### config.mk
export PLATFORM = sky130hd
export DESIGN_NAME = week_time_adder_top
export DESIGN_NICKNAME = d
export VERILOG_FILES = /design/src/hw/rtl/wtadd_pkg.sv /design/src/hw/rtl/wtadd_cell.sv /design/src/hw/rtl/week_time_adder_top.sv
export SDC_FILE = /design/constraint.sdc
export NUM_CORES = 2
export LEC_CHECK = 0
export ABC_AREA = 1
export BUFFER_PORTS_ARGS = -buffer_cell sky130_fd_sc_hd__buf_2
export CAP_MARGIN = 20
export CORE_ASPECT_RATIO = 1.2
export CORE_UTILIZATION = 60
export DETAILED_ROUTE_END_ITERATION = 16
export PLACE_DENSITY = 0.79
export SETUP_SLACK_MARGIN = 0.05
export SYNTH_ARGS = -nofsm -noshare
export SYNTH_HDL_FRONTEND = slang
export SYNTH_SLANG_ARGS = --single-unit
### constraint.sdc
create_clock -name clk -period 8.7 [get_ports clk]
set_clock_uncertainty 0.05 [all_clocks]
set_input_delay 0 -clock clk [delete_from_list [all_inputs] [get_ports clk]]
set_output_delay 0 -clock clk [all_outputs]
set_load 0.03 [all_outputs]
### src/hw/rtl/wtadd_pkg.sv
// Shared types, constants and helpers for the time-of-week adder.
`default_nettype none

package wtadd_pkg;

    // command codes
    localparam logic [2:0] CMD_ADD_MS   = 3'd0;
    localparam logic [2:0] CMD_ADD_SEC  = 3'd1;
    localparam logic [2:0] CMD_ADD_MIN  = 3'd2;
    localparam logic [2:0] CMD_ADD_HOUR = 3'd3;
    localparam logic [2:0] CMD_ADD_DAY  = 3'd4;
    localparam logic [2:0] CMD_LOAD     = 3'd5;

    // digit slots, lowest digit first; hour is kept as a 24-hour digit
    localparam int NUM_DIGITS = 5;
    localparam int DIGIT_W    = 10;
    localparam int SLOT_MS    = 0;
    localparam int SLOT_SEC   = 1;
    localparam int SLOT_MIN   = 2;
    localparam int SLOT_HOUR  = 3;
    localparam int SLOT_DAY   = 4;

    localparam int unsigned RADIX_MS   = 1000;
    localparam int unsigned RADIX_SEC  = 60;
    localparam int unsigned RADIX_MIN  = 60;
    localparam int unsigned RADIX_HOUR = 24;
    localparam int unsigned RADIX_DAY  = 7;
    localparam int unsigned HALF_DAY   = 12;

    typedef logic [NUM_DIGITS-1:0][DIGIT_W-1:0] digits_t;

    // one transaction as it walks down the chain
    typedef struct packed {
        logic [2:0]  cmd;
        logic [31:0] amount;
        logic        err;
        logic [31:0] carry;
        digits_t     load_digit;
        digits_t     digit;
    } pipe_t;

    function automatic int unsigned digit_radix(input int slot);
        int unsigned r;
        r = RADIX_DAY;
        unique case (slot)
            SLOT_MS:   r = RADIX_MS;
            SLOT_SEC:  r = RADIX_SEC;
            SLOT_MIN:  r = RADIX_MIN;
            SLOT_HOUR: r = RADIX_HOUR;
            default:   r = RADIX_DAY;
        endcase
        return r;
    endfunction

    // the add command whose amount enters at a given slot
    function automatic logic [2:0] slot_cmd(input int slot);
        logic [2:0] c;
        c = CMD_ADD_DAY;
        unique case (slot)
            SLOT_MS:   c = CMD_ADD_MS;
            SLOT_SEC:  c = CMD_ADD_SEC;
            SLOT_MIN:  c = CMD_ADD_MIN;
            SLOT_HOUR: c = CMD_ADD_HOUR;
            default:   c = CMD_ADD_DAY;
        endcase
        return c;
    endfunction

endpackage

`default_nettype wire

### src/hw/rtl/wtadd_cell.sv
// One digit cell: two-stage carry/remainder of digit plus incoming count.
`default_nettype none

module wtadd_cell
    import wtadd_pkg::*;
#(
    parameter int SLOT = 0
)
(
    input  wire logic  clk,
    input  wire logic  rst_n,
    input  wire logic  in_valid,
    output logic       in_ready,
    input  wire pipe_t in_data,
    output logic       out_valid,
    input  wire logic  out_ready,
    output pipe_t      out_data
);

    localparam int unsigned RADIX = digit_radix(SLOT);
    localparam logic [2:0]  UNIT  = slot_cmd(SLOT);
    localparam int          DW    = $clog2(RADIX);
    localparam int          TW    = $clog2(3 * RADIX);
    localparam int          S     = 32 + $clog2(RADIX) - 1;
    localparam logic [63:0] M64   = (64'd1 << S) / RADIX;
    localparam logic [31:0] M     = M64[31:0];
    localparam logic [31:0] R32   = 32'(RADIX);
    localparam logic [TW-1:0] R1  = TW'(RADIX);
    localparam logic [TW-1:0] R2  = TW'(2 * RADIX);

    logic          a_valid_reg;
    pipe_t         a_data_reg;
    logic [31:0]   a_cin_reg;
    logic [31:0]   a_qest_reg;
    logic          b_valid_reg;
    pipe_t         b_data_reg;
    logic [DW-1:0] digit_reg;
    logic [DW-1:0] digit_next;

    logic          b_ready;
    logic [31:0]   cin;
    logic [63:0]   prod;
    logic [63:0]   prod_sh;
    logic [31:0]   qr;
    logic [31:0]   r_est;
    logic [TW-1:0] t;
    logic [TW-1:0] r;
    logic [31:0]   q;
    pipe_t         b_data_next;

    assign b_ready  = !b_valid_reg || out_ready;
    assign in_ready = !a_valid_reg || b_ready;

    // stage A: reciprocal estimate of cin / RADIX, low by at most one
    assign cin     = (in_data.cmd == UNIT) ? in_data.amount : in_data.carry;
    assign prod    = {32'd0, cin} * {32'd0, M};
    assign prod_sh = prod >> S;

    // stage B: remainder of the estimate plus the held digit stays below 3*RADIX
    assign qr    = a_qest_reg * R32;
    assign r_est = a_cin_reg - qr;
    assign t     = r_est[TW-1:0] + TW'(digit_reg);

    always_comb
    begin
        if (t >= R2)
        begin
            r = t - R2;
            q = a_qest_reg + 32'd2;
        end
        else if (t >= R1)
        begin
            r = t - R1;
            q = a_qest_reg + 32'd1;
        end
        else
        begin
            r = t;
            q = a_qest_reg;
        end

        if (a_data_reg.cmd == CMD_LOAD && !a_data_reg.err)
            digit_next = a_data_reg.load_digit[SLOT][DW-1:0];
        else
            digit_next = r[DW-1:0];

        b_data_next             = a_data_reg;
        b_data_next.carry       = q;
        b_data_next.digit[SLOT] = DIGIT_W'(digit_next);
    end

    always_ff @(posedge clk or negedge rst_n)
    begin
        if (!rst_n)
        begin
            a_valid_reg <= 1'b0;
            b_valid_reg <= 1'b0;
            digit_reg   <= '0;
        end
        else
        begin
            if (in_ready)
                a_valid_reg <= in_valid;
            if (b_ready)
                b_valid_reg <= a_valid_reg;
            if (a_valid_reg && b_ready)
                digit_reg <= digit_next;
        end
    end

    always_ff @(posedge clk)
    begin
        if (in_valid && in_ready)
        begin
            a_data_reg <= in_data;
            a_cin_reg  <= cin;
            a_qest_reg <= prod_sh[31:0];
        end
        if (a_valid_reg && b_ready)
            b_data_reg <= b_data_next;
    end

    assign out_valid = b_valid_reg;
    assign out_data  = b_data_reg;

endmodule

`default_nettype wire

### src/hw/rtl/week_time_adder_top.sv
// Top level of the time-of-week adder: entry checks, digit cell chain, result packing.
//
//  channel  | dir | handshake                      | payload
//  ---------+-----+--------------------------------+---------------------------------------
//  s_axis   | in  | s_axis_tvalid / s_axis_tready  | tuser: command; tdata: amount, load_*
//  m_axis   | out | m_axis_tvalid / m_axis_tready  | tdata: timestamp; tuser: load_error
//
// One transaction enters per cycle while s_axis_tready is high; its result passes through
// ten register stages, two per digit cell (reciprocal multiply, then remainder correction
// and digit update).
// Each cell owns its digit, so transactions follow each other without waiting.
// Reset clears the time to weekday 0, 00:00:00.000 AM and empties the chain.
// A stalled output backs up stage by stage; input stalls only once every stage is full.
`default_nettype none

module week_time_adder_top
    import wtadd_pkg::*;
(
    input  wire logic        clk,
    input  wire logic        rst_n,
    input  wire logic        s_axis_tvalid,
    output logic             s_axis_tready,
    // amount[31:0], load_weekday[34:32], load_hour[38:35], load_minute[44:39],
    // load_pm[45], load_second[51:46], load_millisecond[61:52], zero pad
    input  wire logic [63:0] s_axis_tdata,
    // command[2:0]
    input  wire logic [2:0]  s_axis_tuser,
    output logic             m_axis_tvalid,
    input  wire logic        m_axis_tready,
    // weekday[2:0], hour[6:3], minute[12:7], pm[13], second[19:14],
    // millisecond[29:20], zero pad
    output logic [31:0]      m_axis_tdata,
    // load_error[0]
    output logic [0:0]       m_axis_tuser
);

    localparam int HW = $clog2(RADIX_HOUR);

    logic [2:0]  load_weekday;
    logic [3:0]  load_hour;
    logic [5:0]  load_minute;
    logic        load_pm;
    logic [5:0]  load_second;
    logic [9:0]  load_millisecond;
    logic [HW-1:0] load_h24;
    logic        bad_load;
    pipe_t       entry;

    logic  link_valid [NUM_DIGITS+1];
    logic  link_ready [NUM_DIGITS+1];
    pipe_t link_data  [NUM_DIGITS+1];

    logic [HW-1:0] h24;
    logic          pm;
    logic [3:0]    hour;
    pipe_t         res;

    assign load_weekday     = s_axis_tdata[34:32];
    assign load_hour        = s_axis_tdata[38:35];
    assign load_minute      = s_axis_tdata[44:39];
    assign load_pm          = s_axis_tdata[45];
    assign load_second      = s_axis_tdata[51:46];
    assign load_millisecond = s_axis_tdata[61:52];

    assign bad_load = (load_weekday >= 3'(RADIX_DAY)) || (load_hour >= 4'(HALF_DAY)) ||
                      (load_minute >= 6'(RADIX_MIN)) || (load_second >= 6'(RADIX_SEC)) ||
                      (load_millisecond >= 10'(RADIX_MS));

    // only used when the load is in range, so hour < 12 here
    assign load_h24 = HW'(load_hour) + (load_pm ? HW'(HALF_DAY) : HW'(0));

    always_comb
    begin
        entry                       = '0;
        entry.cmd                   = s_axis_tuser;
        entry.amount                = s_axis_tdata[31:0];
        entry.err                   = (s_axis_tuser == CMD_LOAD) && bad_load;
        entry.load_digit[SLOT_MS]   = DIGIT_W'(load_millisecond);
        entry.load_digit[SLOT_SEC]  = DIGIT_W'(load_second);
        entry.load_digit[SLOT_MIN]  = DIGIT_W'(load_minute);
        entry.load_digit[SLOT_HOUR] = DIGIT_W'(load_h24);
        entry.load_digit[SLOT_DAY]  = DIGIT_W'(load_weekday);
    end

    assign link_valid[0] = s_axis_tvalid;
    assign link_data[0]  = entry;
    assign s_axis_tready = link_ready[0];

    for (genvar i = 0; i < NUM_DIGITS; i++)
    begin : g_cell
        wtadd_cell #(
            .SLOT (i)
        ) u_cell (
            .clk       (clk),
            .rst_n     (rst_n),
            .in_valid  (link_valid[i]),
            .in_ready  (link_ready[i]),
            .in_data   (link_data[i]),
            .out_valid (link_valid[i+1]),
            .out_ready (link_ready[i+1]),
            .out_data  (link_data[i+1])
        );
    end

    assign link_ready[NUM_DIGITS] = m_axis_tready;
    assign m_axis_tvalid          = link_valid[NUM_DIGITS];
    assign res                    = link_data[NUM_DIGITS];

    // split the 24-hour digit back into 12-hour hour and PM flag
    assign h24  = res.digit[SLOT_HOUR][HW-1:0];
    assign pm   = (h24 >= HW'(HALF_DAY));
    assign hour = pm ? 4'(h24 - HW'(HALF_DAY)) : 4'(h24);

    assign m_axis_tdata = {2'b00,
                           res.digit[SLOT_MS][9:0],
                           res.digit[SLOT_SEC][5:0],
                           pm,
                           res.digit[SLOT_MIN][5:0],
                           hour,
                           res.digit[SLOT_DAY][2:0]};
    assign m_axis_tuser = res.err;

endmodule

`default_nettype wire

## Yosys cells after proc, flatten, opt, wreduce, memory -nomap -nowiden

Index checks and enable logic that the tools add are counted.

- Mux-type cells: 30
- Multiply operators: 10
- Order comparisons: 16
- Equality and inequality tests: 10
- Reduce and logical (&&, ||, !) cells: 46
- Add/sub/neg operators: 30

Operator list:

| cell | number |
|---|---|
| two-way mux 32 bit | 13 |
| multiplier 32 x 31 -> 63 bit, second input constant | 2 |
| multiplier 32 x 29 -> 61 bit, second input constant | 2 |
| multiplier 32 x 32 -> 64 bit, second input constant | 1 |
| adder 27 x 1 -> 28 bit, second input constant | 2 |
| adder 27 x 2 -> 28 bit, second input constant | 2 |
| multiplier 27 x 4 -> 6 bit, second input constant | 2 |
| two-way mux 6 bit | 6 |
| multiplier 30 x 3 -> 5 bit, second input constant | 1 |
| two-way mux 10 bit | 3 |
| adder 28 x 1 -> 29 bit, second input constant | 1 |
| adder 28 x 2 -> 29 bit, second input constant | 1 |
| multiplier 28 x 2 -> 4 bit, second input constant | 1 |
| adder 23 x 1 -> 24 bit, second input constant | 1 |
| adder 23 x 2 -> 24 bit, second input constant | 1 |
| subtractor 6 bit, second input constant | 4 |
| multiplier 23 x 7 -> 9 bit, second input constant | 1 |
| equality test 3 bit, second input constant | 7 |
| subtractor 10 bit, second input constant | 2 |
| adder 8 x 6 -> 8 bit | 2 |
| greater-or-equal comparator 8 x 6 -> 1 bit, second input constant | 2 |
| greater-or-equal comparator 8 x 7 -> 1 bit, second input constant | 2 |
| logical AND 1 bit | 16 |
| subtractor 8 bit | 2 |
| 28 further kinds | 65 |

- Bits in registers: 936
- Logic and storage cells: 248

## Logic depth before layout (Yosys ltp)

- Depth after elaboration: 12
- Gate-level depth with buffers: 38

## Cells and area by module

Synthesis repeated with hierarchy kept, for this count alone.

- Cell total of the unflattened synthesis: 12700
- Area total of the unflattened synthesis: 130715.4 um^2

By module, submodules not included:

| module | cells each | instances | area an instance (um^2) |
|---|---|---|---|
| wtadd_cell (g_cell[1].u_cell ...) | 2202 | 2 | 22601.7 |
| wtadd_cell (g_cell[0].u_cell) | 3052 | 1 | 31224.9 |
| wtadd_cell (g_cell[3].u_cell) | 2795 | 1 | 28889.0 |
| wtadd_cell (g_cell[4].u_cell) | 2410 | 1 | 25186.7 |
| week_time_adder_top | 39 | 1 | 211.5 |

## Worst setup path before layout

No wires, ideal clock.

- Path type: flip-flop to flip-flop
- From: register g_cell[2].u_cell.b_data_reg (netlist bit g_cell[2].u_cell.out_data[166])
- To: register g_cell[3].u_cell.a_qest_reg[15], data pin
- Cell stages (with the launch flop): 34
- Slack: 1.167 ns
- Arrival time: 7.225 ns
- Period minus slack after synthesis: 7.533 ns
- Data required time: 8.392 ns
- Path through: edfxtp_1 nand2_1 nor2_1 inv_1 clkbuf_1 clkbuf_1 nand2_1 o21ai_0 ha_1 xnor2_1 inv_1 ha_1 or2_2 inv_1 fa_1 fa_1 inv_1 fa_1 fa_1 fa_1 inv_1 fa_1 inv_1 ha_1 nand2_1 nor2_1 nand2_1 nor4_1 nand2_1 nand2_1 a21oi_1 o21ai_0 a21oi_1 xnor2_1

- Cells in the longest elaborated chain, start to end: 3

RTL lines:

| element | line | source |
|---|---|---|
| start: declaration | wtadd_cell.sv:36 | `pipe_t b_data_reg;` |
| start signal: assignment | wtadd_cell.sv:120 | `b_data_reg <= b_data_next;` |
| equality test 3 x 2 -> 1 bit | wtadd_cell.sv:55 | `assign cin = (in_data.cmd == UNIT) ? in_data.amount : in_data.carry;` |
| two-way mux 32 bit | wtadd_cell.sv:55 |  |
| multiplier 32 x 31 -> 63 bit | wtadd_cell.sv:56 | `assign prod = {32'd0, cin} * {32'd0, M};` |
| named net g_cell[3].u_cell.prod[51] | wtadd_cell.sv:42 | `logic [63:0] prod;` |
| end signal: assignment | wtadd_cell.sv:117 | `a_qest_reg <= prod_sh[31:0];` |
| end: declaration | wtadd_cell.sv:34 | `logic [31:0] a_qest_reg;` |

The timed path passes the listed nets, and every way through them passes these cells.
A chain may end at the register's enable or synchronous reset.

## Worst setup path after layout

- From: register g_cell[3].u_cell.b_data_reg (netlist bit g_cell[3].u_cell.out_data[166])
- To: register g_cell[4].u_cell.a_qest_reg[2], data pin

- Cells in the longest elaborated chain, start to end: 3

RTL lines:

| element | line | source |
|---|---|---|
| start: declaration | wtadd_cell.sv:36 |  |
| start signal: assignment | wtadd_cell.sv:120 |  |
| equality test 3 bit | wtadd_cell.sv:55 |  |
| two-way mux 32 bit | wtadd_cell.sv:55 |  |
| named net g_cell[4].u_cell.cin[2] | wtadd_cell.sv:41 | `logic [31:0] cin;` |
| multiplier 32 x 31 -> 63 bit | wtadd_cell.sv:56 |  |
| named net g_cell[4].u_cell.prod[36] | wtadd_cell.sv:42 |  |
| end signal: assignment | wtadd_cell.sv:117 |  |
| end: declaration | wtadd_cell.sv:34 |  |

The timed path passes the listed nets, and every way through them passes these cells.

==> flow_summary.yaml <==
critical_path:
  crit_path_cell_trace: "nor2_1 > nand2_1 > inv_1 > buf_4 > nand2_1 > nand2_1 > ha_1 > inv_1 > fa_1 > inv_1 > fa_1 > fa_1 > fa_1 > fa_1 > fa_1 > ha_1 > nand2_1 > nor2_1 > nand4_1 > nor2_1 > a2111oi_0 > nand2_1 > nand2_1 > nand2_1"
  worstSetupPathType: "reg2reg"
  crit_top_cell: "nand2_1"
  r2r-end: "g_cell[4].u_cell.a_qest_reg[2]$_DFFE_PP_"
  timing.rr.start: "g_cell[3].u_cell.out_data[166]$_DFFE_PP_"
  cp_max_fo: 27
  cp.required_ns: 9.14
  reg2regPathDepth: 24
  endpoint_kind: "flop"
  arrival_ns: 8.59
  ff2ff_setup_slack_ns: 0.56
  cp_top_family: "adder cells"
  crit_path_max_incr_delay_ns: 0.78
  cp-start-kind: "flop"
  crit_slowest_cell: "a2111oi_0"
  path_buf_inv: 4
  crit_cells: 24
global_routing:
  grt-ovfl-total: 0
  antenna_found_initial: 16
  grt_use_total: 0.374
  grt_first_pass_wirelength_mm: 450
  grt_pass1_vias: 75000
  grt_start_max_net_pins: 77
detailed_routing:
  drt_iter0_markers: 5370
  drc: 16
  viasPerCell: 5.61
  dr.pass1.iters: 14
  wl_mm: 301
  antenna_left: 0
  post_drt_wl_per_cell_um: 23.8
  num_vias: 70900
synthesis:
  synth-simple-area-share: 0.112
  synthAdderAreaFrac: 0.420
  ys.flop_type: "edfxtp_1"
  synth_top_cell_area_share: 0.263
  synthDistinctLibCells: 70
  synth_top_family_by_area: "adder cells"
  synth.avg_cell_area_um2: 9.67
  syn_inst: 10100
  synth_compound_area_frac: 0.0576
  ys_seq_area_frac: 0.274
  synthTopCellsByArea: "edfxtp_1, fa_1, ha_1"
  synth-xor-area-share: 0.0331
  synth_area_leader_cell: "edfxtp_1"
  async_flop_share: 0.0448
  synth_mux_area_frac: 0.000232
  synthesis.area_mm2: 0.0972
  synth_edf_count: 852
  synth-seq-cells: 892
  yosys_warnings: 0
sta:
  finalCritPeriodShare: 0.936
  rsz0062_at_grt: "no"
  finalSetupTns_ns: 0
  hold_viol: 0
  slew_headroom: 0.249
  max_slew.worst_pin.slew_ns: 1.11
  finalSetupViolations: 0
  period_needed_ns: 8.14
  final_max_slew_viol_count: 0
  max_freq_mhz: 123
outcome:
  status: "finished, violations left"
  violations: "design-rule violations"
finish:
  final_common_cell: "inv_1"
  area_growth_pct: 8.67
  largest_reg_flops: 404
  final_cell_mix: "inv_1, ha_1, nand2_1, fa_1, edfxtp_1"
  nets: 13100
  drive_gt1_frac: 0.0544
hold_path:
  hp-class: "in2reg"
  hold_start: "s_axis_tdata[20]"
  hold_end: "g_cell[0].u_cell.a_data_reg[153]$_DFFE_PP_"
  worstHoldPathCells: 2
clocking:
  clk_pin_slew_ns: 0.07
  cts_inserted_buffers: 92
  clock_tree.buffer_depth: 3
  htree_levels: 3
  cts_setup_buffers: 0
  clk_latency_ns: 0.76
  cts.sinks: 892
  cts_tree: "done"
  cts_root_buffer: "clkbuf_16"
floorplan:
  core_mm2: 0.161
  die_height_um: 443
  design.die.area_mm2: 0.164
  die_w_um: 369
  rows: 161
  ioPinCount: 106
  initial_core_util: 0.605
placed_design:
  place_hpwl_mm: 257
  port_buffers: 101
  place.gp.congestion: 1.05
flow_run:
  drv_cap: 0
==> worst max path at each step <==
stage                                                         from                                         to  slack [ns]
final                     g_cell[3].u_cell.out_data[166]$_DFFE_PP_   g_cell[4].u_cell.a_qest_reg[2]$_DFFE_PP_        0.56
after CTS                 g_cell[2].u_cell.out_data[167]$_DFFE_PP_  g_cell[3].u_cell.a_qest_reg[21]$_DFFE_PP_        0.42
after global placement    g_cell[2].u_cell.out_data[167]$_DFFE_PP_  g_cell[3].u_cell.a_qest_reg[25]$_DFFE_PP_        0.49
after global routing      g_cell[2].u_cell.out_data[166]$_DFFE_PP_  g_cell[3].u_cell.a_qest_reg[23]$_DFFE_PP_        0.12
after floorplan           g_cell[2].u_cell.out_data[166]$_DFFE_PP_  g_cell[3].u_cell.a_qest_reg[15]$_DFFE_PP_        1.17
after detailed placement  g_cell[2].u_cell.out_data[167]$_DFFE_PP_  g_cell[3].u_cell.a_qest_reg[21]$_DFFE_PP_        0.44
==> cells by family after synthesis <==
kind of cell / count (synthesis)
flops: 892
compound gates: 980
other cells: 1
xor+xnor: 365
mux: 2
simple gates: 2624
buf+inv: 2623
fa+ha+maj: 2566
==> worst register-to-register path: stages, from the launching register on <==
cell	delay, ns
edfxtp_1	0.40
nor2_1	0.11
nand2_1	0.49
inv_1	0.42
buf_4	0.37
nand2_1	0.18
nand2_1	0.45
ha_1	0.42
inv_1	0.10
fa_1	0.48
inv_1	0.05
fa_1	0.53
fa_1	0.55
fa_1	0.52
fa_1	0.53
fa_1	0.50
ha_1	0.34
nand2_1	0.11
nor2_1	0.09
nand4_1	0.12
nor2_1	0.08
a2111oi_0	0.78
nand2_1	0.12
nand2_1	0.08
nand2_1	0.04
==> stage by stage <==
step / worst slack [ns] / util / cells / hold WS, ns / instance area [µm²]
3_5_place_dp: 0.437 / 0.630 / 12300 / 0.129 / 101000
5_1_grt: 0.120 / 0.658 / 12600 / 0.0107 / 106000
4_1_cts: 0.417 / 0.658 / 12600 / 0.00241 / 106000
3_3_place_gp: 0.493 / 0.629 / 12300 / 0.127 / 101000
6_report: 0.556 / 0.658 / 12600 / 0.0392 / 106000
2_1_floorplan: 1.17 / - / 10100 / -0.346 / 97200
==> final cells by class <==
| cell class | instances | area [µm²] |
|---|---|---|
| clock buffers | 110 | 2420 |
| inverters | 2535 | 9530 |
| well taps | 2119 | 2650 |
| flip-flops and latches | 892 | 26600 |
| fillers | 12900 | 55000 |
| diodes | 4 | 10.0 |
| clock inverters | 64 | 900 |
| multi-input cells | 6539 | 60600 |
| repair buffers | 376 | 2890 |
==> cell usage after synthesis, types with 4 or more instances <==
cell type / n
a211oi_1: 4
a21boi_0: 15
a21o_1: 34
a21oi_1: 380
a21oi_2: 5
a221oi_1: 11
a31o_2: 22
a31oi_1: 51
and2_1: 8
and3_1: 10
buf_1: 4
buf_2: 12
buf_4: 32
clkbuf_1: 33
dfrtp_1: 40
edfxtp_1: 852
fa_1: 1157
ha_1: 1409
inv_1: 2525
inv_2: 6
nand2_1: 1404
nand2_2: 13
nand2_4: 5
nand3_1: 181
nand3_2: 5
nand3b_1: 10
nand4_1: 69
nor2_1: 716
nor2_2: 10
nor3_1: 77
nor4_1: 39
o211ai_1: 14
o21a_1: 38
o21ai_0: 322
o21ai_1: 17
o21ai_2: 6
o21bai_1: 29
o221ai_1: 8
o31ai_1: 5
or2_2: 63
xnor2_1: 109
xor2_1: 254
==> timing repair <==
action / CTS / global route
gates resized for setup: 0 / 1
endpoints found under the setup margin: 0 / 2
hold buffers: 118 / 0
endpoints found under the hold margin: 125 / 0
==> routing by layer <==
layer | track usage | share of wire | vias to the layer above
li1 | - | - | 32500
met2 | 0.639 | 0.49 | 2765
met3 | 0.0428 | 0.059 | 865
met1 | 0.438 | 0.37 | 34700
met5 | 0 | 0.00017 | -
met4 | 0.264 | 0.085 | 8
Power is not shown: default switching activity piles up to over one toggle a cycle in this logic, so the estimate is an artifact.
